File: src/kpd_pkg.sv
// ----------------------------------------------------------------------------
// kpd_pkg
// Shared types, register codes and reset values for the ladder keypad block.
// ----------------------------------------------------------------------------
`timescale 1ns / 1ps
`default_nettype none

package kpd_pkg;

  // Number of keys decoded from the ladder (1 to 4); output masks stay 4 bits.
  localparam int NUM_KEYS = 4;
  localparam int KEY_W    = 4;

  localparam int MV_W     = 12;
  localparam int HALF_W   = 10;
  localparam int MS_W     = 16;
  localparam int TIME_W   = 32;
  localparam int CFG_IDX_W  = 3;
  localparam int CFG_DATA_W = 16;

  // Configuration register indexes
  localparam logic [CFG_IDX_W-1:0] CFG_CENTER0 = 3'd0;
  localparam logic [CFG_IDX_W-1:0] CFG_CENTER1 = 3'd1;
  localparam logic [CFG_IDX_W-1:0] CFG_CENTER2 = 3'd2;
  localparam logic [CFG_IDX_W-1:0] CFG_CENTER3 = 3'd3;
  localparam logic [CFG_IDX_W-1:0] CFG_HALF    = 3'd4;
  localparam logic [CFG_IDX_W-1:0] CFG_SETTLE  = 3'd5;
  localparam logic [CFG_IDX_W-1:0] CFG_LONG    = 3'd6;

  // Reset values of the configuration registers
  localparam logic [MV_W-1:0]   RST_CENTER0 = 12'd2200;
  localparam logic [MV_W-1:0]   RST_CENTER1 = 12'd2870;
  localparam logic [MV_W-1:0]   RST_CENTER2 = 12'd3300;
  localparam logic [MV_W-1:0]   RST_CENTER3 = 12'd1320;
  localparam logic [HALF_W-1:0] RST_HALF    = 10'd200;
  localparam logic [MS_W-1:0]   RST_SETTLE  = 16'd40;
  localparam logic [MS_W-1:0]   RST_LONG    = 16'd1000;

  typedef logic [KEY_W-1:0][MV_W-1:0] center_arr_t;

  typedef enum logic [1:0] {
    PH_IDLE    = 2'd0,
    PH_PRESSED = 2'd1,
    PH_WAIT    = 2'd2
  } phase_t;

  typedef struct packed {
    logic [MV_W-1:0]   sample_mv;
    logic [TIME_W-1:0] now_ms;
  } kpd_in_t;

  typedef struct packed {
    logic [KEY_W-1:0] short_press;
    logic [KEY_W-1:0] long_press;
    logic [KEY_W-1:0] keys_down;
  } kpd_out_t;

  // Debounce result handed to the per-key press machines
  typedef struct packed {
    logic [KEY_W-1:0] edges;
    logic [KEY_W-1:0] down;
  } kpd_evt_t;

endpackage

`default_nettype wire

File: src/ladder_keypad_debounce_long_press.sv
// ----------------------------------------------------------------------------
// ladder_keypad_debounce_long_press
// Resistor-ladder keypad decoder with debounce and short/long press reports.
// ----------------------------------------------------------------------------
// Pipeline: a transferred sample passes two register stages (input register,
//   result register) on its way to out_; out_stall can hold it in the first.
// Throughput: one sample per cycle while out_stall does not hold the result
//   register; the window match, debounce and key machines sit between the two.
// Reset (synchronous, rst_n low): registers return to their defaults, the
//   debounce state and all key machines clear, both stages empty.
`timescale 1ns / 1ps
`default_nettype none

module ladder_keypad_debounce_long_press (
  input  wire logic                              clk,
  input  wire logic                              rst_n,
  input  wire logic                              in_valid,
  output logic                                   in_stall,
  input  wire kpd_pkg::kpd_in_t                  in_data,
  output logic                                   out_valid,
  input  wire logic                              out_stall,
  output kpd_pkg::kpd_out_t                      out_data,
  input  wire logic                              cfg_valid,
  output logic                                   cfg_ready,
  input  wire logic [kpd_pkg::CFG_IDX_W-1:0]     cfg_index,
  input  wire logic [kpd_pkg::CFG_DATA_W-1:0]    cfg_data
);
  import kpd_pkg::*;

  // configuration registers
  center_arr_t       center_r;
  logic [HALF_W-1:0] half_r;
  logic [MS_W-1:0]   settle_r;
  logic [MS_W-1:0]   long_r;

  // pipeline
  logic     s1_valid_r;
  kpd_in_t  s1_data_r;
  logic     out_valid_r;
  kpd_out_t out_data_r;
  logic     in_xfer;
  logic     advance;

  logic [KEY_W-1:0] pattern;
  kpd_evt_t         evt;
  logic [KEY_W-1:0] shorts;
  logic [KEY_W-1:0] longs;
  kpd_out_t         result;

  assign cfg_ready = 1'b1;

  always_ff @(posedge clk) begin
    if (!rst_n) begin
      center_r[0] <= RST_CENTER0;
      center_r[1] <= RST_CENTER1;
      center_r[2] <= RST_CENTER2;
      center_r[3] <= RST_CENTER3;
      half_r      <= RST_HALF;
      settle_r    <= RST_SETTLE;
      long_r      <= RST_LONG;
    end else if (cfg_valid && cfg_ready) begin
      unique case (cfg_index) inside
        CFG_CENTER0, CFG_CENTER1, CFG_CENTER2, CFG_CENTER3: begin
          center_r[cfg_index[1:0]] <= cfg_data[MV_W-1:0];
        end
        CFG_HALF:   half_r   <= cfg_data[HALF_W-1:0];
        CFG_SETTLE: settle_r <= cfg_data[MS_W-1:0];
        CFG_LONG:   long_r   <= cfg_data[MS_W-1:0];
        default: ;  // drop writes beyond the register list
      endcase
    end
  end

  // advance when the result register is free or being drained
  assign advance  = s1_valid_r && (!out_valid_r || !out_stall);
  assign in_stall = s1_valid_r && !advance;
  assign in_xfer  = in_valid && !in_stall;

  always_ff @(posedge clk) begin
    if (!rst_n) begin
      s1_valid_r <= 1'b0;
    end else if (in_xfer) begin
      s1_valid_r <= 1'b1;
    end else if (advance) begin
      s1_valid_r <= 1'b0;
    end
  end

  always_ff @(posedge clk) begin
    if (in_xfer) s1_data_r <= in_data;
  end

  kpd_window u_window (
    .sample_mv (s1_data_r.sample_mv),
    .centers   (center_r),
    .half_mv   (half_r),
    .pattern   (pattern)
  );

  kpd_debounce u_debounce (
    .clk       (clk),
    .rst_n     (rst_n),
    .step      (advance),
    .pattern   (pattern),
    .now_ms    (s1_data_r.now_ms),
    .settle_ms (settle_r),
    .evt       (evt)
  );

  for (genvar k = 0; k < KEY_W; k++) begin : g_key
    if (k < NUM_KEYS) begin : g_on
      kpd_key_fsm u_key (
        .clk       (clk),
        .rst_n     (rst_n),
        .step      (advance),
        .edge_hit  (evt.edges[k]),
        .down      (evt.down[k]),
        .now_ms    (s1_data_r.now_ms),
        .long_ms   (long_r),
        .short_hit (shorts[k]),
        .long_hit  (longs[k])
      );
    end else begin : g_off
      assign shorts[k] = 1'b0;
      assign longs[k]  = 1'b0;
    end
  end

  assign result.short_press = shorts;
  assign result.long_press  = longs;
  assign result.keys_down   = evt.down;

  always_ff @(posedge clk) begin
    if (!rst_n) begin
      out_valid_r <= 1'b0;
    end else if (advance) begin
      out_valid_r <= 1'b1;
    end else if (!out_stall) begin
      out_valid_r <= 1'b0;
    end
  end

  always_ff @(posedge clk) begin
    if (advance) out_data_r <= result;
  end

  assign out_valid = out_valid_r;
  assign out_data  = out_data_r;

  // ------------------------------------------------------------------------
  // Assertions
  // ------------------------------------------------------------------------
  a_no_short_and_long: assert property (@(posedge clk) disable iff (!rst_n)
    out_valid |-> ((out_data.short_press & out_data.long_press) == '0))
    else $error("key reports short and long press in one result");

  a_short_on_release: assert property (@(posedge clk) disable iff (!rst_n)
    out_valid |-> ((out_data.short_press & out_data.keys_down) == '0))
    else $error("short press reported while key still down");

  a_long_while_down: assert property (@(posedge clk) disable iff (!rst_n)
    out_valid |-> ((out_data.long_press & ~out_data.keys_down) == '0))
    else $error("long press reported for a released key");

  a_stall_needs_item: assert property (@(posedge clk) disable iff (!rst_n)
    !s1_valid_r |-> !in_stall)
    else $error("input stalled with empty input register");

endmodule

`default_nettype wire

File: src/kpd_window.sv
// ----------------------------------------------------------------------------
// kpd_window
// Matches one line sample against the key voltage windows, lowest key first.
// ----------------------------------------------------------------------------
`timescale 1ns / 1ps
`default_nettype none

module kpd_window (
  input  wire logic [kpd_pkg::MV_W-1:0]   sample_mv,
  input  wire kpd_pkg::center_arr_t       centers,
  input  wire logic [kpd_pkg::HALF_W-1:0] half_mv,
  output logic      [kpd_pkg::KEY_W-1:0]  pattern
);
  import kpd_pkg::*;

  logic [MV_W:0] s_plus_h;
  logic [KEY_W-1:0] hit;

  assign s_plus_h = {1'b0, sample_mv} + {{(MV_W+1-HALF_W){1'b0}}, half_mv};

  // c - h < s < c + h, rewritten as s + h > c and s < c + h
  always_comb begin
    logic [MV_W:0] c_plus_h;
    hit = '0;
    for (int k = 0; k < NUM_KEYS; k++) begin
      c_plus_h = {1'b0, centers[k]} + {{(MV_W+1-HALF_W){1'b0}}, half_mv};
      hit[k] = (s_plus_h > {1'b0, centers[k]}) && ({1'b0, sample_mv} < c_plus_h);
    end
  end

  // lowest numbered key wins on overlap
  always_comb begin
    pattern = '0;
    for (int k = NUM_KEYS - 1; k >= 0; k--) begin
      if (hit[k]) begin
        pattern    = '0;
        pattern[k] = 1'b1;
      end
    end
  end

endmodule

`default_nettype wire

File: src/kpd_debounce.sv
// ----------------------------------------------------------------------------
// kpd_debounce
// Holds the candidate key pattern and promotes it once it has settled.
// ----------------------------------------------------------------------------
`timescale 1ns / 1ps
`default_nettype none

module kpd_debounce (
  input  wire logic                        clk,
  input  wire logic                        rst_n,
  input  wire logic                        step,
  input  wire logic [kpd_pkg::KEY_W-1:0]   pattern,
  input  wire logic [kpd_pkg::TIME_W-1:0]  now_ms,
  input  wire logic [kpd_pkg::MS_W-1:0]    settle_ms,
  output kpd_pkg::kpd_evt_t                evt
);
  import kpd_pkg::*;

  logic [KEY_W-1:0]  cand_r, cand_nxt;
  logic [TIME_W-1:0] since_r, since_nxt;
  logic [KEY_W-1:0]  deb_r, deb_nxt;
  logic [TIME_W-1:0] held;
  logic [KEY_W-1:0]  edges;

  assign held = now_ms - since_r;

  always_comb begin
    cand_nxt  = cand_r;
    since_nxt = since_r;
    deb_nxt   = deb_r;
    edges     = '0;
    if (pattern != cand_r) begin
      // restart the settle timer on any change
      cand_nxt  = pattern;
      since_nxt = now_ms;
    end else if (held >= {{(TIME_W-MS_W){1'b0}}, settle_ms}) begin
      edges   = cand_r ^ deb_r;
      deb_nxt = cand_r;
    end
  end

  assign evt.edges = edges;
  assign evt.down  = deb_nxt;

  always_ff @(posedge clk) begin
    if (!rst_n) begin
      cand_r  <= '0;
      since_r <= '0;
      deb_r   <= '0;
    end else if (step) begin
      cand_r  <= cand_nxt;
      since_r <= since_nxt;
      deb_r   <= deb_nxt;
    end
  end

endmodule

`default_nettype wire

File: src/kpd_key_fsm.sv
// ----------------------------------------------------------------------------
// kpd_key_fsm
// Press machine of one key: idle, pressed, wait for release.
// ----------------------------------------------------------------------------
`timescale 1ns / 1ps
`default_nettype none

module kpd_key_fsm (
  input  wire logic                        clk,
  input  wire logic                        rst_n,
  input  wire logic                        step,
  input  wire logic                        edge_hit,
  input  wire logic                        down,
  input  wire logic [kpd_pkg::TIME_W-1:0]  now_ms,
  input  wire logic [kpd_pkg::MS_W-1:0]    long_ms,
  output logic                             short_hit,
  output logic                             long_hit
);
  import kpd_pkg::*;

  phase_t            phase_r, phase_nxt;
  phase_t            phase_mid;
  logic [TIME_W-1:0] start_r, start_nxt;
  logic [TIME_W-1:0] elapsed;
  logic              load;
  logic              release_short;
  logic              long_due;

  assign elapsed = now_ms - start_r;

  // phase after the edge event, before the long press check
  always_comb begin
    phase_mid     = phase_r;
    load          = 1'b0;
    release_short = 1'b0;
    if (edge_hit) begin
      unique case (phase_r)
        PH_PRESSED: begin
          if (!down) begin
            release_short = 1'b1;
            phase_mid     = PH_IDLE;
          end
        end
        PH_WAIT: begin
          if (!down) phase_mid = PH_IDLE;
        end
        default: begin
          if (down) begin
            load      = 1'b1;
            phase_mid = PH_PRESSED;
          end else begin
            phase_mid = PH_IDLE;
          end
        end
      endcase
    end
  end

  // a fresh press has zero elapsed time
  assign long_due = (phase_mid == PH_PRESSED) &&
                    (load ? (long_ms == '0)
                          : (elapsed >= {{(TIME_W-MS_W){1'b0}}, long_ms}));

  // next state
  always_comb begin
    phase_nxt = long_due ? PH_WAIT : phase_mid;
    start_nxt = load ? now_ms : start_r;
  end

  // outputs
  always_comb begin
    short_hit = release_short;
    long_hit  = long_due;
  end

  always_ff @(posedge clk) begin
    if (!rst_n) begin
      phase_r <= PH_IDLE;
      start_r <= '0;
    end else if (step) begin
      phase_r <= phase_nxt;
      start_r <= start_nxt;
    end
  end

endmodule

`default_nettype wire
File: config.mk
export PLATFORM = sky130hd
export DESIGN_NAME = ladder_keypad_debounce_long_press
export DESIGN_NICKNAME = d
export VERILOG_FILES = /design/src/kpd_pkg.sv /design/src/ladder_keypad_debounce_long_press.sv /design/src/kpd_window.sv /design/src/kpd_debounce.sv /design/src/kpd_key_fsm.sv
export SDC_FILE = /design/constraint.sdc
export NUM_CORES = 1
export LEC_CHECK = 0
export BUFFER_PORTS_ARGS = -buffer_cell sky130_fd_sc_hd__buf_2
export CORE_UTILIZATION = 59
export DETAILED_ROUTE_END_ITERATION = 7
export GPL_TIMING_DRIVEN = 0
export PLACE_DENSITY_LB_ADDON = 0.15
export SETUP_SLACK_MARGIN = 0.3
export SLEW_MARGIN = 20
export SYNTH_ARGS = -nofsm -noshare
export SYNTH_HDL_FRONTEND = slang
export SYNTH_SLANG_ARGS = --single-unit
File: constraint.sdc
create_clock -name clk -period 14.31 [get_ports clk]
set_input_delay 0.7155 -clock clk [delete_from_list [all_inputs] [get_ports clk]]
set_output_delay 0.7155 -clock clk [all_outputs]
set_load 0.005 [all_outputs]
**After elaboration in Yosys (flattened, before gate mapping)**

Index checks and enable logic that the tools add are counted.
W data, S select, Z words.

- Register bits: 324
- Latch bits: 0
- Memory bits (writable): 0
- Bits in read-only memories: 0
- Output and inout bits: 15
- Word-level logic and storage cells: 167
- Memories kept: 0

- $add $sub $neg: 10
- Multiply operators: 0
- Div/mod/pow operators: 0
- Magnitude comparators: 15
- Eq/ne operators: 20
- Shift-type cells: 0
- Multiplexer cells: 55
- Bitwise gates (word level): 1
- Reduce and logical (&&, ||, !) cells: 38

Operators by type and width:

| operator | number |
|---|---|
| $ge A32 B16 Y1 | 5 |
| $sub A32 B32 Y32 | 5 |
| $add A12 B10 Y13 | 5 |
| $gt A13 B12 Y1 | 4 |
| $lt A12 B13 Y1 | 4 |
| $bwmux W48 | 1 |
| $mux W2 | 16 |
| $mux W4 | 8 |
| $mux W1 | 28 |
| $reduce_and A2 Y1 | 13 |
| $demux W12 S2 | 1 |
| $eq A2 B1 Y1 const B | 8 |
| $logic_not A16 Y1 | 1 |
| $logic_and A1 B1 Y1 | 12 |
| $mux W12 | 1 |
| $eq A3 B3 Y1 const B | 3 |
| $eq A2 B2 Y1 const B | 4 |
| $reduce_or A2 Y1 | 4 |
| $eq A3 B2 Y1 const B | 2 |
| $logic_not A1 Y1 | 4 |
| $ne A4 B4 Y1 | 1 |
| $reduce_or A4 Y1 | 1 |
| $xor A4 B4 Y4 | 1 |
| $eq A3 B1 Y1 const B | 1 |
| other kinds (6) | 6 |

**Logic depth before layout (Yosys ltp)**

Gate-level depths: netlist (run 1).

- Depth in word-level cells: 15
- Mapped depth: 28
- Gate-level depth less buffers: 26

**Modules after synthesis**

From an unflattened synthesis (run 1), not the netlist that was laid out.

- Cell total of the unflattened synthesis: 3777
- Area, all modules: 29696.0 um2

By module, submodules not included:

| module | instances | cells an instance | area an instance (um2) | seq. area each (um2) |
|---|---|---|---|---|
| kpd_key_fsm (g_key[2].g_on.u_key ...) | 2 | 548 | 3847.4 | 680.7 |
| ladder_keypad_debounce_long_press | 1 | 395 | 5225.0 | 3523.4 |
| kpd_window | 1 | 589 | 4470.5 | 0.0 |
| kpd_debounce | 1 | 571 | 4181.5 | 800.8 |
| kpd_key_fsm (g_key[0].g_on.u_key) | 1 | 574 | 4167.7 | 680.7 |
| kpd_key_fsm (g_key[1].g_on.u_key) | 1 | 552 | 3956.3 | 680.7 |

**Worst setup path before layout (run 1)**

OpenSTA, ideal clock, no wires.

- Path type: register to register
- From: register half_r[1]
- To: register g_key[2].g_on.u_key.start_r[10]
- Arrival time: 5.378 ns
- Data required time: 14.182 ns
- Path slack: 8.804 ns
- Cell stages (with the launch flop): 27
- Buffers on the path: 1
- Clock period less this slack: 5.506 ns
- Path through: dfxtp_1 -> ha_1 -> a21o_1 -> a21oi_1 -> o21bai_1 -> a21oi_1 -> nor2b_1 -> o21a_1 -> o21ai_0 -> nand2b_1 -> a21oi_1 -> nor2b_1 -> o21ai_0 -> xnor2_1 -> ha_1 -> a21oi_1 -> nand3_1 -> o21ai_0 -> o2bb2ai_2 -> o311ai_1 -> or4_4 -> a31oi_4 -> o31ai_4 -> nor4_4 -> buf_6 -> mux2i_1 -> nor2_1

- Word-level cells in the longest chain between the ends: 13
- Elaborated cells between the ends (all ways): 28
- Classes of those cells: add/sub (5); order compare (8); eq/ne (1); mux (9); reduce/logical (5)

Ends and longest elaborated chain:

| what | RTL line | source |
|---|---|---|
| from (decl) | ladder_keypad_debounce_long_press.sv:32 | `logic [HALF_W-1:0] half_r;` |
| from (signal assigned) | ladder_keypad_debounce_long_press.sv:66 | `CFG_HALF: half_r <= cfg_data[HALF_W-1:0];` |
| $add A12 B10 Y13, on equally long branches | kpd_window.sv:19, kpd_window.sv:26 |  |
| $gt A13 B12 Y1 or $lt A12 B13 Y1 (tied branches) | kpd_window.sv:27 | `hit[k] = (s_plus_h > {1'b0, centers[k]}) && ({1'b0, sample_mv} < c_plus_h);` |
| $logic_and A1 B1 Y1 | kpd_window.sv:27 |  |
| $mux W4 (3 in series) | kpd_window.sv:35 | `if (hit[k]) begin` |
| $mux W4 * | kpd_window.sv:35 |  |
| $ne A4 B4 Y1 * | kpd_debounce.sv:32 | `if (pattern != cand_r) begin` |
| $mux W4 | kpd_debounce.sv:32 |  |
| $mux W1 | kpd_key_fsm.sv:48 | `if (down) begin` |
| $mux W1 | kpd_key_fsm.sv:37 | `unique case (phase_r)` |
| $mux W1 * | kpd_key_fsm.sv:36 | `if (edge_hit) begin` |
| $reduce_and A2 Y1 (no source line) * | - |  |
| to (signal assigned) | kpd_key_fsm.sv:82 | `start_r <= start_nxt;` |
| to (decl) | kpd_key_fsm.sv:23 | `logic [TIME_W-1:0] start_r, start_nxt;` |

Mark *: on every way between the ends. The rest lies on a longest branch, timed or not.
A chain may end at the register's enable or synchronous reset.

**Worst setup path after layout (run 1)**

- From: register half_r[1]
- To: register g_key[2].g_on.u_key.start_r[24]

Same word-level chain as after synthesis.

==> results of run 1 <==
-- area by class of cell --
class	count	area share (%)
clock inverters	13	0.514
clock buffers	62	4.55
repair buffers	80	1.47
multi-input cells	2598	61.9
flip-flops and latches	324	23.7
well taps	600	2.53
inverters	299	3.78
plain buffers	107	1.55
-- cells by family after synthesis --
group           synth area share (%)
other cells                   0.0139
flops                           26.1
buf+inv                         5.86
simple gates                    17.8
xor+xnor                        4.57
mux                             5.86
fa+ha+maj                       18.4
compound gates                  21.4
-- metrics by stage --
| step | hold WS, ps | power (W) |
|---|---|---|
| after floorplan | 436 | 0.00152 |
| after global placement | 442 | 0.00169 |
| after detailed placement | 450 | 0.00172 |
| after CTS | 284 | 0.00285 |
| after global routing | 292 | 0.00298 |
| final | 308 | 0.00284 |
-- worst max-delay path by stage --
stage | cells after the start | from | slack, ps | to
after floorplan | 26 | half_r[1] | 8800 | g_key[2].g_on.u_key.start_r[10]
after global placement | 22 | half_r[1] | 7070 | g_key[1].g_on.u_key.start_r[10]
after detailed placement | 26 | half_r[1] | 7160 | g_key[2].g_on.u_key.start_r[24]
after CTS | 26 | half_r[1] | 7120 | g_key[2].g_on.u_key.start_r[24]
after global routing | 26 | half_r[1] | 6640 | g_key[2].g_on.u_key.start_r[21]
final | 26 | half_r[1] | 7080 | g_key[2].g_on.u_key.start_r[24]
-- report_power, final --
group / switching [W] / leakage (nW) / total (W) / internal, W
clock network: 0.000422 / 0.753 / 0.00113 / 0.000708
logic: 0.000436 / 8.41 / 0.000719 / 0.000283
registers: 0.0000392 / 2.71 / 0.000995 / 0.000956
-- flip-flops by register name, indices dropped and copies added (netlist names) --
| register | count |
|---|---|
| settle_r | 16 |
| u_debounce.deb_r | 4 |
| center_r | 48 |
| u_debounce.since_r | 32 |
| g_key.g_on.u_key.phase_r | 8 |
| out_data | 12 |
| long_r | 16 |
| out_valid | 1 |
| half_r | 10 |
| s1_data_r | 44 |
| g_key.g_on.u_key.start_r | 128 |
| u_debounce.cand_r | 4 |
| s1_valid_r | 1 |
-- metal layers --
layer	up-vias	GRT usage, %	wire (um)
li1	12200	-	-
met4	0	16.4	3870
met5	-	0	0
met2	690	60.9	39000
met1	11700	37.3	31600
met3	220	4.31	3780
-- cells in the mapped netlist, drive strengths merged (52+ instances only) --
cell type and count:
nand2 287, nor2 363, o21ai 127, clkbuf 86, a21o 95, xnor2 72
mux2i 148, dfxtp 268, nand3 67, ha 381, nor2b 58, inv 299
edfxtp 56, xor2 69, o211ai 52, nor3 52, a21oi 294
-- worst max-delay path, delay by kind of cell (launching register included) --
family / cells / cell delay [ps]
simple gates: 7 / 1930
flops: 1 / 600
mux: 1 / 230
compound gates: 14 / 3100
buf+inv: 1 / 280
xor+xnor: 1 / 280
fa+ha+maj: 2 / 650
==> results_dict.tcl, run 1 <==
set metrics [dict create \
    status "finished, final reports clean" \
    nFillCells 3967 \
    critPathMaxStageDelay_ps 910 \
    r2r-start "half_r[1]" \
    ios 83 \
    grt_pass1_vias 24300 \
    cts_max_level 2 \
    endpoint_kind "flop" \
    finClkSkew_ps 21.7 \
    final.setup.worst_slack_ps 7080 \
    die_area_sq_um 46600 \
    antenna_found_initial 0 \
    fin_crit_sh_pct 50.5 \
    r2r_slack_ps 7080 \
    multi_input_area_sq_um 18400 \
    postCtsSetupBuffers 0 \
    grt_use_total_pct 33.1 \
    placedInstanceArea_sq_um 28200 \
    drt_iter0_markers 1432 \
    ff2ff_path_depth 26 \
    critPathMostFrequentCell "a21oi_1" \
    yosysTopAreaCell "dfxtp_1" \
    setup_violations 0 \
    antenna_cells 0 \
    regArea_sq_um 7050 \
    layout.cells.non_filler 4083 \
    drive_gt1_share_pct 6.37 \
    gp_congestion 0.964 \
    ys_ff_latch 324 \
    io_buffers 78 \
    slowest_stage "nor4_4" \
    core_area_sq_um 45300 \
    yosysTopAreaCellShare_pct 19.9 \
    die_w_um 216 \
    cp_max_fo 10 \
    die_y_um 216 \
    drc 0 \
    async_flop_share_pct 0 \
    dr.pass1.iters 5 \
    fin_util_pct 65.6 \
    p_leak_nw 11.9 \
    grt_pass1_wl_um 123000 \
    syn-num-nets 3787 \
    max_cap_violations 0 \
    power.density_nw_per_um2 95.7 \
    num_vias 24700 \
    pre_cts_ws_ps 7160 \
    cts_resized 0 \
    cts_tree "built" \
    dpl.cell_count 4008 \
    synth_top_cells_by_area "dfxtp_1, ha_1, edfxtp_1" \
    worstPathArrival_ps 7640 \
    yosysSeqAreaShare_pct 26.1 \
    avgSynthCellArea_sq_um 8.11 \
    worstSetupPathType "flop to flop" \
    critPathLaunchType "flop" \
    syn-cell-area_sq_um 27000 \
    routedWlPerCell_um 19.2 \
    hold_viol_final 0 \
    clock_latency_ps 580 \
    cts.reportedPaths.clkPinSlew_ps 60 \
    grt.overflow.total 0 \
    rsz0062_at_grt "false" \
    row_count 78 \
    syn_inst 3328 \
    drv_slew 0 \
    area_growth_pct 10.1 \
    reg2reg_to "g_key[2].g_on.u_key.start_r[24]" \
    post-dp-hpwl_um 62200 \
    grt_start_max_net_pins 24 \
    synth-warning-count 0 \
    min_path_cells 1 \
    synth_edf_count 56 \
    design_area_sq_um 29700 \
    root_buffer "clkbuf_16" \
    final_common_cell "ha_1" \
    fmax_mhz 138 \
    nets 3910 \
    hold_path_class "input pin to flop" \
    numClockSinks 324 \
    wl_um 78200 \
    ant_nets 0 \
    min_period_ps 7230 \
    min_to "s1_data_r[14]" \
    ir_worst_vdd_v 0.000122 \
    worstHoldStart "in_data[14]" \
    start_util_pct 59.6 \
    avgViaCountPerCell 6.06 \
    clock_path_buffers 3 \
    numCtsBuffers 41 \
    ys.flop_type "dfxtp_1" \
    cts_hold_buf 0 \
    ys_types 99 \
    crit_required_ps 14730 \
    setup-tns-final_ps 0 \
    worstMarginPinSlew_ps 1120 \
    most-common-layout-cells "ha_1, nor2_1, inv_1" \
    slew_headroom_pct 24.2 \
]
(Power assumes the default switching activity.)
==> run 2: changes to the inputs <==
- clock period: 14.31 -> 7.4 ns (I/O delays scaled with it)
==> results_dict.tcl, run 2 (synthesized netlist as in run 1, its figures left out) <==
set metrics [dict create \
    clock_path_buffers 3 \
    most-common-layout-cells "ha_1, nor2_1, inv_1" \
    avgViaCountPerCell 6.03 \
    fin_crit_sh_pct 90.4 \
    power.density_nw_per_um2 183 \
    clock_latency_ps 580 \
    ff2ff_path_depth 27 \
    placedInstanceArea_sq_um 28200 \
    nets 3962 \
    slew_headroom_pct 22.8 \
    drt_iter0_markers 1576 \
    drv_slew 0 \
    final.setup.worst_slack_ps 708 \
    die_y_um 216 \
    grt_start_max_net_pins 24 \
    die_area_sq_um 46600 \
    die_w_um 216 \
    critPathMostFrequentCell "a21oi_1" \
    slowest_stage "clkbuf_1" \
    drive_gt1_share_pct 6.62 \
    hold_path_class "input pin to flop" \
    critPathTopFamily "compound AO/OA/AOI/OAI gates" \
    p_seq_share_pct 34.8 \
    routedWlPerCell_um 19.1 \
    min_path_cells 3 \
    fmax_mhz 149 \
    ant_nets 0 \
    worst-path-buf-inv 2 \
    wl_um 79000 \
    cts.reportedPaths.clkPinSlew_ps 60 \
    critPathLaunchType "flop" \
    grt.overflow.total 0 \
    min_period_ps 6690 \
    finClkSkew_ps 21.4 \
    hold_viol_final 0 \
    worstPathArrival_ps 7180 \
    start_util_pct 59.6 \
    ir_worst_vdd_v 0.000239 \
    pwr-share-clk_pct 39.6 \
    pre_cts_ws_ps 248 \
    status "finished, final reports clean" \
    num_vias 24900 \
    gp_congestion 0.964 \
    path_depth 27 \
    core_area_sq_um 45300 \
    dr.pass1.iters 6 \
    p_total_w 0.00553 \
    p_sw_share_pct 31.6 \
    max_cap_violations 0 \
    worstMarginPinSlew_ps 1150 \
    post-dp-hpwl_um 62200 \
    antenna_found_initial 0 \
    setup_violations 0 \
    setup-tns-final_ps 0 \
    grt_pass1_vias 24600 \
    p_switching_w 0.00175 \
    cts_max_level 2 \
    area_growth_pct 12.1 \
    cp_max_fo 10 \
    grt_use_total_pct 33.4 \
    root_buffer "clkbuf_16" \
    layout.cells.non_filler 4135 \
    rsz0062_at_grt "false" \
    largest-register "g_key.g_on.u_key.start_r" \
    dpl.cell_count 4008 \
    endpoint_kind "flop" \
    final_common_cell "ha_1" \
    largest_reg_flops 128 \
    numCtsBuffers 41 \
    critPathMaxStageDelay_ps 650 \
    grt_pass1_wl_um 125000 \
    p_leak_nw 12.1 \
    io_buffers 78 \
    row_count 78 \
    top_regs "g_key.g_on.u_key.start_r (128), center_r (48), s1_data_r (44)" \
    antenna_cells 0 \
    p_comb_share_pct 25.5 \
    worstSetupPathType "flop to flop" \
    internal_power_w 0.00378 \
    numClockSinks 324 \
    cts_tree "built" \
    nFillCells 3900 \
    ios 83 \
    crit_required_ps 7890 \
    design_area_sq_um 30300 \
    drc 0 \
]
## run 2: changes by cell type in the layout (fill, tap and decap cells not counted), sizes merged
cell	previous run	this run
clkbuf	148	150
dlygate4sd3	0	44
buf	101	107
## run 2: stage by stage
stage          utilization, %  hold WS [ps]
6_report                 66.9          42.5
5_1_grt                  66.9          59.2
2_1_floorplan               -           436
4_1_cts                  66.6          20.3
3_3_place_gp             62.2           442
3_5_place_dp             62.3           450
## run 2: path summary, 6_finish.rpt
path / end / startpoint / slack (ps)
hold / removal: s1_valid_r / in_valid / 40
setup / recovery: u_debounce.since_r[29] / s1_data_r[33] / 710
hold reg to reg: settle_r[8] / settle_r[8] / 460
setup reg to reg: u_debounce.since_r[29] / s1_data_r[33] / 710
## run 2: worst register-to-register path, cell delays in order (launching register included)
cell,delay (ps)
edfxtp_1,520
ha_1,330
a21o_1,160
a21oi_1,220
o21bai_1,110
a21oi_1,220
nor2b_1,100
o21a_1,190
o21ai_0,190
nand2b_1,80
a21oi_1,240
nor2b_1,70
o21ai_0,190
xnor2_1,200
ha_1,370
nand3_1,170
nor4_1,470
a21o_1,140
a31o_2,110
a22oi_1,170
or3_1,360
a41oi_1,340
a31oi_4,130
nor2_1,190
clkbuf_2,430
clkbuf_1,660
a21oi_1,160
nor2_1,110
## run 2: power groups by stage
stage / Combinational, W / Clock [W] / Sequential [W]
CTS: 0.00139 / 0.00222 / 0.00192
finish: 0.00141 / 0.00219 / 0.00192
global route: 0.00156 / 0.00229 / 0.00193
floorplan: 0.00101 / 0 / 0.00193
detailed placement: 0.00137 / 0 / 0.00196
global placement: 0.00132 / 0 / 0.00196
## run 2: cell type report
cell class | instances | area, sq um | area share [%]
inverters | 299 | 1120 | 3.71
clock buffers | 62 | 1350 | 4.47
plain buffers | 107 | 465 | 1.54
flip-flops and latches | 324 | 7050 | 23.3
repair buffers | 132 | 988 | 3.26
multi-input cells | 2598 | 18400 | 60.8
well taps | 600 | 751 | 2.48
clock inverters | 13 | 153 | 0.504
## run 2: repair_timing
item	in CTS	in global routing
pin swaps	2	4
hold buffers	44	0
gates resized for setup	0	7
setup endpoints to repair	59	161
hold endpoints to repair	44	0
setup buffers	0	8
## run 2: routing by layer
metal	vias up	global-route usage [%]	share of wire (%)
met3	238	4.24	4.8
met2	671	61.6	50
met4	0	16.5	5.3
li1	12300	-	-
met5	-	0	0
met1	11800	37.5	40
